==> src/rtl/core/lcdse_pkg.sv <==
`timescale 1ns / 1ps
`default_nettype none
// ----------------------------------------------------------------------------
// lcdse_pkg
// Shared types, constants and segment tables of the LCD status encoder.
// ----------------------------------------------------------------------------
package lcdse_pkg;

    // Number of write frames per snapshot and the width of the frame index
    localparam int unsigned NUM_FRAMES = 6;
    localparam int unsigned FRAME_IDX_W = 3;

    // Level above which a bar display shows empty
    localparam logic [2:0] MAX_BAR_LEVEL = 3'd5;

    // Fixed segment bits
    localparam logic [7:0] SEG_HUNDREDS     = 8'h10;
    localparam logic [7:0] SEG_BATT_FRAME   = 8'h04;
    localparam logic [7:0] SEG_NET_LOGO     = 8'h80;
    localparam logic [7:0] SEG_NET_BAR2     = 8'h20;
    localparam logic [7:0] SEG_NET_BAR1     = 8'h40;
    localparam logic [7:0] SEG_LIGHT        = 8'h08;
    localparam logic [7:0] SEG_PHOTO        = 8'h08;
    localparam logic [7:0] SEG_VIDEO        = 8'h08;
    localparam logic [7:0] SEG_THROTTLE     = 8'h04;
    localparam logic [7:0] SEG_TRIM         = 8'h02;
    localparam logic [7:0] SEG_DUAL_RATE    = 8'h01;
    localparam logic [7:0] SEG_MODE_ONE     = 8'h10;
    localparam logic [7:0] SEG_MODE_TWO     = 8'h20;
    localparam logic [7:0] SEG_PAREN        = 8'h80;
    localparam logic [7:0] SEG_PAREN_PAIR   = 8'hC0;
    localparam logic [7:0] SEG_POINTS       = 8'h0F;

    // Icon codes
    localparam logic [1:0] THR_NONE      = 2'd0;
    localparam logic [1:0] THR_THROTTLE  = 2'd1;
    localparam logic [1:0] THR_TRIM      = 2'd2;
    localparam logic [1:0] THR_DUAL_RATE = 2'd3;
    localparam logic [1:0] CAM_PHOTO     = 2'd1;
    localparam logic [1:0] CAM_VIDEO     = 2'd2;
    localparam logic [1:0] MODE_ONE      = 2'd1;
    localparam logic [1:0] MODE_TWO      = 2'd2;

    // Configuration register index
    localparam logic REG_FRAME_MARKS = 1'b0;

    // One status snapshot
    typedef struct packed {
        logic [7:0] percent;
        logic       text_mode;
        logic [6:0] tens_char;
        logic [6:0] units_char;
        logic [2:0] battery_level;
        logic [2:0] signal_level;
        logic [1:0] throttle_icon;
        logic [1:0] camera_icon;
        logic       light_on;
        logic [1:0] flight_mode;
    } snapshot_t;

    // Segment bytes in emission order: entry 0 goes out first (buffer 5)
    typedef logic [NUM_FRAMES-1:0][7:0] frames_t;

    // Seven-segment pattern of a decimal digit
    function automatic logic [6:0] digit_seg(input logic [3:0] d);
        logic [6:0] s;
        case (d)
            4'd0:    s = 7'h7D;
            4'd1:    s = 7'h30;
            4'd2:    s = 7'h6B;
            4'd3:    s = 7'h7A;
            4'd4:    s = 7'h36;
            4'd5:    s = 7'h5E;
            4'd6:    s = 7'h5F;
            4'd7:    s = 7'h70;
            4'd8:    s = 7'h7F;
            4'd9:    s = 7'h7E;
            default: s = 7'h00;
        endcase
        return s;
    endfunction

    // Seven-segment pattern of an uppercase letter; anything else is blank
    function automatic logic [6:0] letter_seg(input logic [6:0] c);
        logic [6:0] s;
        case (c)
            7'h41:   s = 7'h77;
            7'h42:   s = 7'h1F;
            7'h43:   s = 7'h4D;
            7'h44:   s = 7'h2B;
            7'h45:   s = 7'h4F;
            7'h46:   s = 7'h47;
            7'h47:   s = 7'h7E;
            7'h48:   s = 7'h37;
            7'h49:   s = 7'h30;
            7'h4A:   s = 7'h38;
            7'h4B:   s = 7'h57;
            7'h4C:   s = 7'h0D;
            7'h4D:   s = 7'h75;
            7'h4E:   s = 7'h13;
            7'h4F:   s = 7'h33;
            7'h50:   s = 7'h67;
            7'h51:   s = 7'h6F;
            7'h52:   s = 7'h03;
            7'h53:   s = 7'h5E;
            7'h54:   s = 7'h0F;
            7'h55:   s = 7'h19;
            7'h56:   s = 7'h3D;
            7'h57:   s = 7'h3D;
            7'h58:   s = 7'h37;
            7'h59:   s = 7'h3E;
            7'h5A:   s = 7'h6B;
            default: s = 7'h00;
        endcase
        return s;
    endfunction

    // Battery bar segments; levels above five show none
    function automatic logic [7:0] battery_bars(input logic [2:0] lvl);
        logic [7:0] s;
        case (lvl)
            3'd1:    s = 8'h10;
            3'd2:    s = 8'h30;
            3'd3:    s = 8'h70;
            3'd4:    s = 8'h72;
            3'd5:    s = 8'h73;
            default: s = 8'h00;
        endcase
        return s;
    endfunction

    // Network bars held in buffer 0; levels above five show none
    function automatic logic [7:0] signal_low_bars(input logic [2:0] lvl);
        logic [7:0] s;
        case (lvl)
            3'd3:    s = 8'h04;
            3'd4:    s = 8'h06;
            3'd5:    s = 8'h07;
            default: s = 8'h00;
        endcase
        return s;
    endfunction

endpackage : lcdse_pkg
`default_nettype wire

==> src/rtl/core/lcdse_encoder.sv <==
`timescale 1ns / 1ps
`default_nettype none
// ----------------------------------------------------------------------------
// lcdse_encoder
// Builds the six segment bytes of one snapshot, ordered buffer 5 down to 0.
// ----------------------------------------------------------------------------
module lcdse_encoder
    import lcdse_pkg::*;
(
    input  wire snapshot_t snap,
    input  wire logic      marks_en,
    output frames_t        frames
);

    logic [7:0]  pct_rem1;
    logic [6:0]  pct_rem;
    logic [14:0] tens_prod;
    logic [3:0]  tens_digit;
    logic [7:0]  tens_times10;
    logic [3:0]  units_digit;
    logic [6:0]  tseg;
    logic [6:0]  useg;
    logic        sig_ok;
    logic [7:0]  b0, b1, b2, b3, b4, b5;

    // Split percent into hundreds remainder, tens and units
    always_comb
    begin
        pct_rem1     = (snap.percent >= 8'd200) ? (snap.percent - 8'd200)
                     : (snap.percent >= 8'd100) ? (snap.percent - 8'd100)
                     : snap.percent;
        pct_rem      = pct_rem1[6:0];
        // rem * 205 / 2048 equals rem / 10 for rem below 100
        tens_prod    = 15'(pct_rem) * 15'd205;
        tens_digit   = tens_prod[14:11];
        tens_times10 = 8'(tens_digit) * 8'd10;
        units_digit  = 4'(8'(pct_rem) - tens_times10);
    end

    // Select digit or letter patterns
    always_comb
    begin
        if (snap.text_mode)
        begin
            tseg = letter_seg(snap.tens_char);
            useg = letter_seg(snap.units_char);
        end
        else
        begin
            tseg = digit_seg(tens_digit);
            useg = digit_seg(units_digit);
        end
    end

    assign sig_ok = (snap.signal_level <= MAX_BAR_LEVEL);

    // Assemble the six buffers
    always_comb
    begin
        b0 = signal_low_bars(snap.signal_level);
        if (snap.light_on)
            b0 = b0 | SEG_LIGHT;
        if (marks_en)
            b0 = b0 | SEG_PAREN;

        b1 = SEG_BATT_FRAME | battery_bars(snap.battery_level);
        if (snap.camera_icon == CAM_PHOTO)
            b1 = b1 | SEG_PHOTO;
        if (marks_en)
            b1 = b1 | SEG_PAREN;

        b2 = {tseg[2:0], 5'b0};
        if (!snap.text_mode && (snap.percent >= 8'd100))
            b2 = b2 | SEG_HUNDREDS;
        case (snap.throttle_icon)
            THR_THROTTLE:  b2 = b2 | SEG_THROTTLE;
            THR_TRIM:      b2 = b2 | SEG_TRIM;
            THR_DUAL_RATE: b2 = b2 | SEG_DUAL_RATE;
            default:       b2 = b2;
        endcase
        if (snap.camera_icon == CAM_VIDEO)
            b2 = b2 | SEG_VIDEO;

        b3 = {useg[2:0], 1'b0, tseg[6:3]};

        b4 = {4'b0, useg[6:3]};
        if (sig_ok && (snap.signal_level >= 3'd2))
            b4 = b4 | SEG_NET_BAR2;
        if (marks_en)
            b4 = b4 | SEG_PAREN_PAIR;

        b5 = SEG_NET_LOGO;
        if (sig_ok && (snap.signal_level >= 3'd1))
            b5 = b5 | SEG_NET_BAR1;
        if (snap.flight_mode == MODE_ONE)
            b5 = b5 | SEG_MODE_ONE;
        else if (snap.flight_mode == MODE_TWO)
            b5 = b5 | SEG_MODE_TWO;
        if (marks_en)
            b5 = b5 | SEG_POINTS;

        frames = {b0, b1, b2, b3, b4, b5};
    end

endmodule : lcdse_encoder
`default_nettype wire

==> src/rtl/core/lcd_status_segment_encoder_top.sv <==
`timescale 1ns / 1ps
`default_nettype none
// ----------------------------------------------------------------------------
// lcd_status_segment_encoder_top
// Turns one status snapshot into six LCD segment-RAM write frames.
// ----------------------------------------------------------------------------
// Channel   Handshake            Payload
// input     in_valid/in_ready    percent .. flight_mode (one snapshot)
// output    out_valid/out_ready  lcd_address, segment_data, last_frame
// config    APB psel/penable     frame_marks_enable at address 0
//
// Each snapshot is registered, encoded combinationally into a six-byte frame
// buffer, then shifted out one frame per cycle while out_ready is high. The
// next snapshot waits in the input register and loads as the last frame is
// taken, so frames flow without gaps.
// Reset clears all valid flags and sets frame_marks_enable. A stall on the
// output holds the current frame; input is taken while the input register
// is empty or about to move into the frame buffer.
// ----------------------------------------------------------------------------
module lcd_status_segment_encoder_top
    import lcdse_pkg::*;
(
    input  wire logic        clk,
    input  wire logic        rst_n,
    // snapshot channel
    input  wire logic        in_valid,
    output logic             in_ready,
    input  wire logic [7:0]  percent,
    input  wire logic        text_mode,
    input  wire logic [6:0]  tens_char,
    input  wire logic [6:0]  units_char,
    input  wire logic [2:0]  battery_level,
    input  wire logic [2:0]  signal_level,
    input  wire logic [1:0]  throttle_icon,
    input  wire logic [1:0]  camera_icon,
    input  wire logic        light_on,
    input  wire logic [1:0]  flight_mode,
    // frame channel
    output logic             out_valid,
    input  wire logic        out_ready,
    output logic [3:0]       lcd_address,
    output logic [7:0]       segment_data,
    output logic             last_frame,
    // configuration port
    input  wire logic        psel,
    input  wire logic        penable,
    input  wire logic        pwrite,
    input  wire logic [2:0]  paddr,
    input  wire logic [31:0] pwdata,
    output logic [31:0]      prdata,
    output logic             pready
);

    logic                   marks_en_reg;
    logic                   snap_valid_reg;
    snapshot_t              snap_reg;
    logic                   fb_valid_reg;
    frames_t                fb_reg;
    frames_t                fb_next;
    logic [FRAME_IDX_W-1:0] frame_idx_reg;
    frames_t                enc_frames;
    logic                   in_fire;
    logic                   out_fire;
    logic                   fb_load;
    logic                   cfg_write;

    // Configuration register
    assign pready    = 1'b1;
    assign cfg_write = psel && penable && pwrite && (paddr[2] == REG_FRAME_MARKS);
    assign prdata    = (paddr[2] == REG_FRAME_MARKS) ? {31'b0, marks_en_reg} : 32'b0;

    always_ff @(posedge clk or negedge rst_n)
    begin
        if (!rst_n)
            marks_en_reg <= 1'b1;
        else if (cfg_write)
            marks_en_reg <= pwdata[0];
    end

    // Handshake control
    assign out_valid  = fb_valid_reg;
    assign last_frame = (frame_idx_reg == FRAME_IDX_W'(NUM_FRAMES - 1));
    assign out_fire   = out_valid && out_ready;
    assign fb_load    = snap_valid_reg && (!fb_valid_reg || (out_fire && last_frame));
    assign in_ready   = !snap_valid_reg || fb_load;
    assign in_fire    = in_valid && in_ready;

    // Encode the held snapshot
    lcdse_encoder u_encoder (
        .snap     (snap_reg),
        .marks_en (marks_en_reg),
        .frames   (enc_frames)
    );

    // Valid flags and frame index
    always_ff @(posedge clk or negedge rst_n)
    begin
        if (!rst_n)
        begin
            snap_valid_reg <= 1'b0;
            fb_valid_reg   <= 1'b0;
            frame_idx_reg  <= '0;
        end
        else
        begin
            if (in_fire)
                snap_valid_reg <= 1'b1;
            else if (fb_load)
                snap_valid_reg <= 1'b0;

            if (fb_load)
            begin
                fb_valid_reg  <= 1'b1;
                frame_idx_reg <= '0;
            end
            else if (out_fire)
            begin
                if (last_frame)
                begin
                    fb_valid_reg  <= 1'b0;
                    frame_idx_reg <= '0;
                end
                else
                begin
                    frame_idx_reg <= frame_idx_reg + 1'b1;
                end
            end
        end
    end

    // Load or shift the frame buffer
    always_comb
    begin
        if (fb_load)
            fb_next = enc_frames;
        else if (out_fire)
            fb_next = {8'b0, fb_reg[NUM_FRAMES-1:1]};
        else
            fb_next = fb_reg;
    end

    // Payload registers
    always_ff @(posedge clk)
    begin
        if (in_fire)
        begin
            snap_reg.percent       <= percent;
            snap_reg.text_mode     <= text_mode;
            snap_reg.tens_char     <= tens_char;
            snap_reg.units_char    <= units_char;
            snap_reg.battery_level <= battery_level;
            snap_reg.signal_level  <= signal_level;
            snap_reg.throttle_icon <= throttle_icon;
            snap_reg.camera_icon   <= camera_icon;
            snap_reg.light_on      <= light_on;
            snap_reg.flight_mode   <= flight_mode;
        end
        fb_reg <= fb_next;
    end

    assign lcd_address  = {frame_idx_reg, 1'b0};
    assign segment_data = fb_reg[0];

    // Frame index never passes the last frame
    assert property (@(posedge clk) disable iff (!rst_n)
        out_valid |-> (frame_idx_reg <= FRAME_IDX_W'(NUM_FRAMES - 1)))
        else $error("frame index out of range");

    // A taken non-final frame advances the address by two
    assert property (@(posedge clk) disable iff (!rst_n)
        (out_fire && !last_frame) |=> (lcd_address == $past(lcd_address) + 4'd2))
        else $error("frame address did not advance");

    // Input stalls only while a snapshot waits behind a busy frame buffer
    assert property (@(posedge clk) disable iff (!rst_n)
        !in_ready |-> (snap_valid_reg && fb_valid_reg))
        else $error("input stalled without a waiting snapshot");

    // Final frame taken with nothing waiting empties the output
    assert property (@(posedge clk) disable iff (!rst_n)
        (out_fire && last_frame && !snap_valid_reg) |=> !out_valid)
        else $error("output stayed valid after final frame");

endmodule : lcd_status_segment_encoder_top
`default_nettype wire
==> config.mk <==
export PLATFORM = sky130hd
export DESIGN_NAME = lcd_status_segment_encoder_top
export DESIGN_NICKNAME = d
export VERILOG_FILES = /design/src/rtl/core/lcdse_pkg.sv /design/src/rtl/core/lcdse_encoder.sv /design/src/rtl/core/lcd_status_segment_encoder_top.sv
export SDC_FILE = /design/constraint.sdc
export NUM_CORES = 1
export LEC_CHECK = 0
export BUFFER_PORTS_ARGS = -buffer_cell sky130_fd_sc_hd__buf_4
export CAP_MARGIN = 15
export CORE_MARGIN = 2
export CORE_UTILIZATION = 55
export CTS_CLUSTER_SIZE = 8
export DETAILED_ROUTE_END_ITERATION = 10
export PLACE_DENSITY = 0.8
export SYNTH_ARGS = -nofsm -noshare
export SYNTH_HDL_FRONTEND = slang
export SYNTH_SLANG_ARGS = --single-unit
export TNS_END_PERCENT = 5
==> constraint.sdc <==
create_clock -name clk -period 11.2 [get_ports clk]
set_input_delay 2.24 -clock clk [delete_from_list [all_inputs] [get_ports clk]]
set_output_delay 2.24 -clock clk [all_outputs]
set_load 0.01 [all_outputs]
==> impl_metrics.tcl, run 1 <==
set metrics [dict create \
    path_delay_family "adder cells" \
    leakage_nw 3.19 \
    cts_buffer_depth 2 \
    critical_path_class "reg2reg" \
    final_common_cell "edfxtp_1" \
    diodes 0 \
    synthToLayoutAreaGrowth_pct 10.4 \
    hold_viol_final 0 \
    crit_cells 29 \
    cts_root_buffer "clkbuf_16" \
    synth_cells 652 \
    muxShareOfSynthArea_pct 3.08 \
    min_path_type "reg2reg" \
    antenna_found_initial 0 \
    drtIter0Drc 419 \
    crit_required_ns 11.31 \
    yosys_most_used_dff "edfxtp_1" \
    netlist.top_cell.by_area "edfxtp_1" \
    clk_latency_ns 0.35 \
    cp_max_fo 8 \
    crit_slowest_cell "a221oi_2" \
    worst-slew-pin-transition_ns 1.13 \
    globalRouteTotalUtil_pct 19.9 \
    setup_ws_ns 3.01 \
    async_reset_ff_share_pct 5.94 \
    synth_compound_area_share_pct 15.5 \
    io_pins 126 \
    ys_warn_count 0 \
    grt_max_degree 53 \
    syn-cell-area_mm2 0.00674 \
    r2r_slack_ns 3.01 \
    r2r_start "snap_reg[30]$_DFFE_PP_" \
    yosys.cell_types.count 68 \
    synth_top_cell_area_share_pct 35.6 \
    grt_pass1_vias 4452 \
    cp.arrival_ns 8.30 \
    synth_xor_area_share_pct 3.14 \
    synth_top_family_by_area "compound AO/OA/AOI/OAI gates" \
    busiest_layer "met2" \
    ctsHoldBuffers 0 \
    finalSetupViolCount 0 \
    pre_cts_ws_ns 3.05 \
    grtUsageMet3_pct 2.65 \
    globalplace.congestion 0.866 \
    cts_sinks 101 \
    grt_pass1_wl_um 21000 \
    ys_seq_elements 101 \
    synth.avg_cell_area_um2 10.3 \
    layout_common_cells "edfxtp_1 (80), nand2_1 (75), ha_1 (69)" \
    synth_edf_count 80 \
    endpoint "fb_reg[11]$_DFFE_PP_" \
    finalCritPeriodShare_pct 73.1 \
    core_mm2 0.0120 \
    dp_hpwl_um 9280 \
    slew_headroom_pct 22.3 \
    startpoint "snap_reg[30]$_DFFE_PP_" \
    powerDensity_mw_per_mm2 252 \
    skew_ns 0.0123 \
    row_count 40 \
    multi_input_area_mm2 0.00342 \
    outcome "completed" \
    wire_per_inst_um 15.1 \
    fin_crit_ns 8.19 \
    vias 4764 \
    cp.buffers_inverters 5 \
    drtAntennaViolNets 0 \
    critPathCaptureType "flop" \
    cts_tree "done" \
    dieArea_mm2 0.0132 \
    ff2ff_path_depth 29 \
    dieWidth_um 115 \
    start_util_pct 56.3 \
    reg2reg_to "fb_reg[11]$_DFFE_PP_" \
    grt-ovfl-total 0 \
    dieHeight_um 115 \
    clkTransAtPathRegs_ns 0.08 \
    grt_use_met2_pct 34.1 \
    synthAdderAreaFrac_pct 15.5 \
    cp_slowest_stage_delay_ns 0.58 \
    cts-htree-levels 3 \
    fillCellCount 944 \
    drc 0 \
    drive_gt1_share_pct 15.2 \
    dr.pass1.iters 5 \
    drt-total-wl_um 12800 \
    synth-simple-area-share_pct 11.5 \
    postCtsSetupBuffers 0 \
    synthTopCellsByArea "edfxtp_1 (36%), ha_1 (13%), buf_4 (4.6%), dfxtp_1 (4.5%), nand2_1 (4.2%)" \
    vdd_drop_max_mv 0.273 \
    maxCapViolCount 0 \
    nets 850 \
    io_buffers 59 \
    use_met1_pct 26.4 \
    via_per_inst 5.63 \
    cts_buffers 9 \
    rsz0062_at_grt "false" \
    fin_tns_setup_ns 0 \
    fmax_ghz 0.122 \
    cts_resized 0 \
    cp-start-kind "flop" \
    seq_area_mm2 0.00285 \
    slew_viol_final 0 \
    synth-seq-area-share_pct 42.4 \
]
[Yosys cell counts (6+ instances only)]
cell type and count:
o21ai_1 9, nand3b_1 7, fa_1 9, a21oi_1 33
and2_1 7, o21ai_0 34, mux2i_1 14, nand2_1 75
a31oi_1 12, o211ai_1 9, nor2_1 33, edfxtp_1 80
ha_1 69, nor3_1 8, clkbuf_1 19, a211oi_1 8
nand3_1 10, dfxtp_1 15, inv_1 48, xnor2_1 13
mux2_2 6, nand2b_1 7, buf_4 41
[kinds of logic (layout without fill, tap and decap cells)]
group / Yosys count / after routing
fa+ha+maj: 78 / 78
other cells: 2 / 33
simple gates: 165 / 165
compound gates: 153 / 153
buf+inv: 113 / 129
xor+xnor: 20 / 20
mux: 20 / 20
flops: 101 / 101
[cell type report]
cell class | instances | area share [%]
Clock buffer | 9 | 3.03
Clock inverter | 7 | 1.06
Inverter | 48 | 2.42
Multi-Input combinational cell | 469 | 46.0
Sequential cell | 101 | 38.4
Tap cell | 147 | 2.47
Timing Repair Buffer | 65 | 6.61
[layer usage]
layer  routed length (um)  vias to the layer above
li1                     -                     2338
met1                 5670                     2272
met2                 6420                      143
met3                  552                       11
met4                  168                        0
met5                    0                        -
[power breakdown]
part | switching, W | total [W] | internal, W
clock | 0.000141 | 0.000317 | 0.000176
combinational | 0.000650 | 0.00107 | 0.000424
sequential | 0.0000249 | 0.000485 | 0.000460
total | 0.000816 | 0.00188 | 0.00106
[how the worst min path moves through the flow]
stage	startpoint	endpoint	slack (ns)	depth (start not counted)
after global placement	fb_reg[20]$_SDFFE_PP0P_	fb_reg[20]$_SDFFE_PP0P_	0.45	2
after detailed placement	fb_reg[20]$_SDFFE_PP0P_	fb_reg[20]$_SDFFE_PP0P_	0.45	2
after global routing	fb_reg[20]$_SDFFE_PP0P_	fb_reg[20]$_SDFFE_PP0P_	0.52	2
final	fb_reg[20]$_SDFFE_PP0P_	fb_reg[20]$_SDFFE_PP0P_	0.49	2
after floorplan	fb_reg[20]$_SDFFE_PP0P_	fb_reg[20]$_SDFFE_PP0P_	0.43	2
after CTS	fb_reg[20]$_SDFFE_PP0P_	fb_reg[20]$_SDFFE_PP0P_	0.49	2
[per-stage QoR]
step	util (%)	instance area, um2	std cells	power (W)	hold WS, ns
floorplan	-	6860	683	0.00134	0.432
global placement	59.5	7120	829	0.00150	0.452
detailed placement	59.5	7120	829	0.00155	0.447
CTS	62.1	7430	845	0.00187	0.489
global route	62.2	7440	846	0.00204	0.522
finish	62.2	7440	846	0.00188	0.490
[tightest hold or removal path, stage by stage (launching register included)]
cell	delay (ns)
dfxtp_1	0.32
nand2_1	0.06
a21oi_1	0.06
Note: power is estimated with default switching activity, not from simulation.
==> run 2, diff against run 1 <==
--- a/config.mk
+++ b/config.mk
@@ -5,6 +5,7 @@
 export SDC_FILE = /design/constraint.sdc
 export NUM_CORES = 1
 export LEC_CHECK = 0
+export ABC_AREA = 1
 export BUFFER_PORTS_ARGS = -buffer_cell sky130_fd_sc_hd__buf_4
 export CAP_MARGIN = 15
 export CORE_MARGIN = 2
==> constraint.sdc (replaced) <==
create_clock -name clk -period 8.1 [get_ports clk]
set_input_delay 1.62 -clock clk [delete_from_list [all_inputs] [get_ports clk]]
set_output_delay 1.62 -clock clk [all_outputs]
set_load 0.01 [all_outputs]
==> impl_metrics.tcl, run 2 <==
set metrics [dict create \
    outcome "completed" \
    final_common_cell "nand2_1" \
    finalCritPeriodShare_pct 78.8 \
    globalRouteTotalUtil_pct 20.1 \
    muxShareOfSynthArea_pct 0 \
    synth-seq-area-share_pct 41.3 \
    multi_input_area_mm2 0.00346 \
    yosys_most_used_dff "edfxtp_1" \
    synth_commonest_cells "nand2_1 (162), inv_1 (83), edfxtp_1 (80)" \
    crit_slowest_cell "fa_1" \
    cts_tree "done" \
    diodes 0 \
    postCtsSetupBuffers 0 \
    vias 5071 \
    crit_required_ns 8.33 \
    cp.arrival_ns 6.61 \
    worst-slew-pin-transition_ns 1.13 \
    drtAntennaViolNets 0 \
    synthTopCellsByArea "edfxtp_1 (35%), ha_1 (13%), nand2_1 (8.8%), buf_4 (4.7%), inv_1 (4.5%)" \
    critPathCaptureType "flop" \
    maxCapViolCount 0 \
    dp_hpwl_um 9520 \
    dr.pass1.iters 6 \
    skew_ns 0.0145 \
    slew_headroom_pct 23.9 \
    via_per_inst 5.12 \
    synth_cells 770 \
    clkTransAtPathRegs_ns 0.07 \
    fin_crit_ns 6.38 \
    critPathMostFrequentCell "nand2_1" \
    drive_gt1_share_pct 15.8 \
    critical_path_class "reg2reg" \
    dieHeight_um 116 \
    ctsHoldBuffers 0 \
    cts_sinks 101 \
    yosys.cell_types.count 54 \
    drc 0 \
    cts_root_buffer "clkbuf_16" \
    globalplace.congestion 0.924 \
    synth-simple-area-share_pct 21.3 \
    fin_tns_setup_ns 0 \
    ys_warn_count 0 \
    cp_slowest_stage_delay_ns 0.63 \
    cp-start-kind "flop" \
    dieArea_mm2 0.0135 \
    cts-htree-levels 3 \
    clk_latency_ns 0.36 \
    grt_pass1_wl_um 21300 \
    grt-ovfl-total 0 \
    ys_seq_elements 101 \
    cts_buffer_depth 2 \
    io_pins 126 \
    grt_max_degree 49 \
    io_buffers 59 \
    cp_max_fo 9 \
    synthAdderAreaFrac_pct 15.1 \
    synth_top_cell_area_share_pct 34.8 \
    cts_resized 0 \
    dp.cells 975 \
    netlist.top_cell.by_area "edfxtp_1" \
    core_mm2 0.0121 \
    min_path_type "reg2reg" \
    syn-cell-area_mm2 0.00691 \
    seq_area_mm2 0.00285 \
    synth_edf_count 80 \
    antenna_found_initial 0 \
    drt-total-wl_um 12800 \
    fmax_ghz 0.157 \
    synth.avg_cell_area_um2 8.97 \
    cts_buffers 9 \
    async_reset_ff_share_pct 5.94 \
    rsz0062_at_grt "false" \
    synth_top_family_by_area "simple AND/OR/NAND/NOR gates" \
    synth_xor_area_share_pct 1.79 \
    slew_viol_final 0 \
    row_count 40 \
    dieWidth_um 116 \
    start_util_pct 57.0 \
    grt_pass1_vias 4836 \
    hold_viol_final 0 \
    fillCellCount 1053 \
    synth_compound_area_share_pct 9.86 \
    yosysMostFrequentCell "nand2_1" \
    synthToLayoutAreaGrowth_pct 10.5 \
    nets 974 \
    finalNonFillerCells 991 \
    layout_common_cells "nand2_1 (162), inv_1 (83), edfxtp_1 (80)" \
    wire_per_inst_um 12.9 \
    finalSetupViolCount 0 \
    drtIter0Drc 330 \
]
## run 2: cell count changes in the layout (fill, tap and decap cells not counted), sizes merged, moves of 16 or more
cell   before  now
nor2       33   67
inv        51   92
or2         0   16
nand2      75  179
nand3      10   50
## run 2: path summary, 6_finish.rpt
check                                             start                            to  slack, ns  cells after the start
worst max-delay path             snap_reg[31]$_DFFE_PP_          fb_reg[11]$_DFFE_PP_       1.72                     35
worst min-delay path            fb_reg[20]$_SDFFE_PP0P_       fb_reg[20]$_SDFFE_PP0P_       0.49                      2
worst max register to register   snap_reg[31]$_DFFE_PP_          fb_reg[11]$_DFFE_PP_       1.72                     35
worst min register to register  fb_reg[20]$_SDFFE_PP0P_       fb_reg[20]$_SDFFE_PP0P_       0.49                      2
max in group asynchronous                         rst_n      marks_en_reg$_DFFE_PN1P_       6.83                      1
min in group asynchronous                         rst_n  frame_idx_reg[1]$_DFFE_PN0P_       1.07                      1
## run 2: final cells by class
type                       instances  share of cell area [%]
inverter                          90                    4.46
multi-input combinational        554                    45.3
sequential                       101                    37.4
timing repair buffer              62                    6.10
tap                              168                    2.75
clock inverter                     6                    1.00
clock buffer                      10                    3.00
## run 2: kinds of logic after synthesis
group / Yosys count
simple gates: 324
xor+xnor: 9
flops: 101
compound gates: 110
fa+ha+maj: 78
buf+inv: 146
other cells: 2
## run 2: worst max-delay path: cells and delay by family (launching register included)
family | cells | cell delay, ns
AO/OA/AOI/OAI | 2 | 0.36
AND/OR/NAND/NOR | 17 | 1.59
adder cells (fa/ha/maj) | 8 | 2.95
XOR/XNOR | 1 | 0.15
flip-flops | 1 | 0.45
buffers and inverters | 7 | 0.76
## run 2: per-layer routing
layer	share of wire, %	vias up	track usage (%)
met5	0	-	0
met4	1.6	0	6.83
met3	4.9	21	3.87
met2	49	115	34.0
met1	44	2346	25.9
li1	-	2589	-
## run 2: metrics by stage
step / cell area [um2] / util [%] / worst slack [ns] / hold WS (ns)
after global placement: 7330 / 60.5 / 1.85 / 0.469
after CTS: 7630 / 63.0 / 1.72 / 0.481
final: 7630 / 63.0 / 1.72 / 0.487
after global routing: 7630 / 63.0 / 1.18 / 0.508
after floorplan: 7020 / - / 2.35 / 0.440
after detailed placement: 7330 / 60.5 / 1.76 / 0.473
Power of run 2 is not shown: default switching activity piles up to over one toggle a cycle in this logic, so the estimate is an artifact.
==> run 3, diff against run 2 <==
--- a/config.mk
+++ b/config.mk
@@ -9,10 +9,10 @@
 export BUFFER_PORTS_ARGS = -buffer_cell sky130_fd_sc_hd__buf_4
 export CAP_MARGIN = 15
 export CORE_MARGIN = 2
-export CORE_UTILIZATION = 55
+export CORE_UTILIZATION = 51
 export CTS_CLUSTER_SIZE = 8
 export DETAILED_ROUTE_END_ITERATION = 10
-export PLACE_DENSITY = 0.8
+export PLACE_DENSITY = 0.78
 export SYNTH_ARGS = -nofsm -noshare
 export SYNTH_HDL_FRONTEND = slang
 export SYNTH_SLANG_ARGS = --single-unit
==> constraint.sdc (replaced) <==
create_clock -name clk -period 5.5 [get_ports clk]
set_input_delay 1.1 -clock clk [delete_from_list [all_inputs] [get_ports clk]]
set_output_delay 1.1 -clock clk [all_outputs]
set_load 0.01 [all_outputs]
==> impl_metrics.tcl, run 3 (same netlist as run 2, synthesis figures left out) <==
set metrics [dict create \
    path_delay_family "adder cells" \
    diodes 0 \
    ctsHoldBuffers 0 \
    fin_util_pct 62.3 \
    via_per_inst 5.08 \
    fin_crit_ns 5.34 \
    clkTransAtPathRegs_ns 0.08 \
    clk_latency_ns 0.36 \
    min_path_type "reg2reg" \
    grt_pass1_wl_um 23400 \
    nets 1029 \
    outcome "completed" \
    critPathCaptureType "flop" \
    row_count 42 \
    antenna_found_initial 0 \
    wl_met1_um 5860 \
    core_mm2 0.0132 \
    dp_hpwl_um 10200 \
    pre_cts_ws_ns -0.166 \
    cp_slowest_stage_delay_ns 0.51 \
    crit_slowest_cell "fa_1" \
    layout_common_cells "nand2_1 (153), buf_4 (113), edfxtp_1 (80)" \
    dieHeight_um 120 \
    vias 5355 \
    drtAntennaViolNets 0 \
    synthToLayoutAreaGrowth_pct 19.6 \
    drive_gt1_share_pct 26.0 \
    dr.pass1.iters 5 \
    slew_headroom_pct 26.2 \
    fillCellCount 1108 \
    route.met2.wl_um 7110 \
    rsz0062_at_grt "true" \
    wire_per_inst_um 13.4 \
    worst-slew-pin-transition_ns 1.09 \
    cp-start-kind "flop" \
    crit_required_ns 5.62 \
    skew_ns 0.0116 \
    cts_root_buffer "clkbuf_16" \
    cts_buffer_depth 2 \
    cts_tree "done" \
    globalplace.congestion 0.868 \
    dieWidth_um 120 \
    hold_viol_final 0 \
    wl_met3_um 775 \
    cp.arrival_ns 5.46 \
    dieArea_mm2 0.0145 \
    maxCapViolCount 0 \
    critical_path_class "reg2reg" \
    cts-htree-levels 3 \
    io_buffers 59 \
    grt_pass1_vias 5197 \
    fmax_ghz 0.187 \
    grt-ovfl-total 0 \
    grt_max_degree 49 \
    globalRouteTotalUtil_pct 20.1 \
    drtIter0Drc 339 \
    slew_viol_final 0 \
    finalCritPeriodShare_pct 97.1 \
    cp_max_fo 5 \
    topRoutingLayerUsed "met4" \
    holdWs_ns 0.483 \
    finalSetupViolCount 0 \
    io_pins 126 \
    setup_ws_ns 0.160 \
    drt-total-wl_um 14100 \
    start_util_pct 52.1 \
    critPathMostFrequentCell "nand2_2" \
    final_common_cell "nand2_1" \
    drc 0 \
    cts_buffers 9 \
    cts_sinks 101 \
    fin_tns_setup_ns 0 \
    cp.buffers_inverters 7 \
]
run 3: changes by cell type in the layout (fill, tap and decap cells not counted), moves of 5 or more:
cell,previous run,this run
buf_4,62,113
inv_1,83,72
inv_2,5,16
nand2_1,162,153
nand2_2,13,21
ha_1,69,62
ha_4,0,5
run 3: worst paths after layout:
kind,depth (start not counted),slack (ns),end,startpoint
setup reg to reg,31,0.16,fb_reg[10]$_DFFE_PP_,snap_reg[30]$_DFFE_PP_
min in group asynchronous,1,0.54,frame_idx_reg[1]$_DFFE_PN0P_,rst_n
setup / recovery,31,0.16,fb_reg[10]$_DFFE_PP_,snap_reg[30]$_DFFE_PP_
hold / removal,2,0.48,fb_reg[20]$_SDFFE_PP0P_,fb_reg[20]$_SDFFE_PP0P_
hold reg to reg,2,0.48,fb_reg[20]$_SDFFE_PP0P_,fb_reg[20]$_SDFFE_PP0P_
max in group asynchronous,1,4.75,marks_en_reg$_DFFE_PN1P_,rst_n
run 3: tightest hold or removal path, stage by stage (launching register included):
cell and delay (ns):
dfxtp_1 0.32, nand2_1 0.06, a21oi_1 0.05
run 3: metrics by stage:
stage	instance area (um2)	cells
finish	8260	1054
global route	8260	1054
CTS	8100	1046
detailed placement	7640	1022
global placement	7640	1022
floorplan	7030	801
run 3: per-layer routing:
| layer | GRT usage [%] | up-vias |
|---|---|---|
| li1 | - | 2702 |
| met1 | 25.4 | 2469 |
| met2 | 34.0 | 159 |
| met3 | 4.20 | 25 |
| met4 | 7.63 | 0 |
| met5 | 0 | - |
run 3: what timing repair did:
item                                    4_1_cts  5_1_grt
endpoints found under the setup margin        7        7
buffers inserted                              8        8
gates resized for setup                      19       35
pin swaps                                    12       26
run 3: cell type report:
cell class	count	area, um2	area share (%)
clock inverters	6	77.6	0.940
flip-flops and latches	101	2850	34.6
repair buffers	117	893	10.8
multi-input cells	554	3640	44.1
inverters	90	340	4.12
well taps	176	220	2.67
clock buffers	10	229	2.77
Power of run 3 is left out for the same reason.
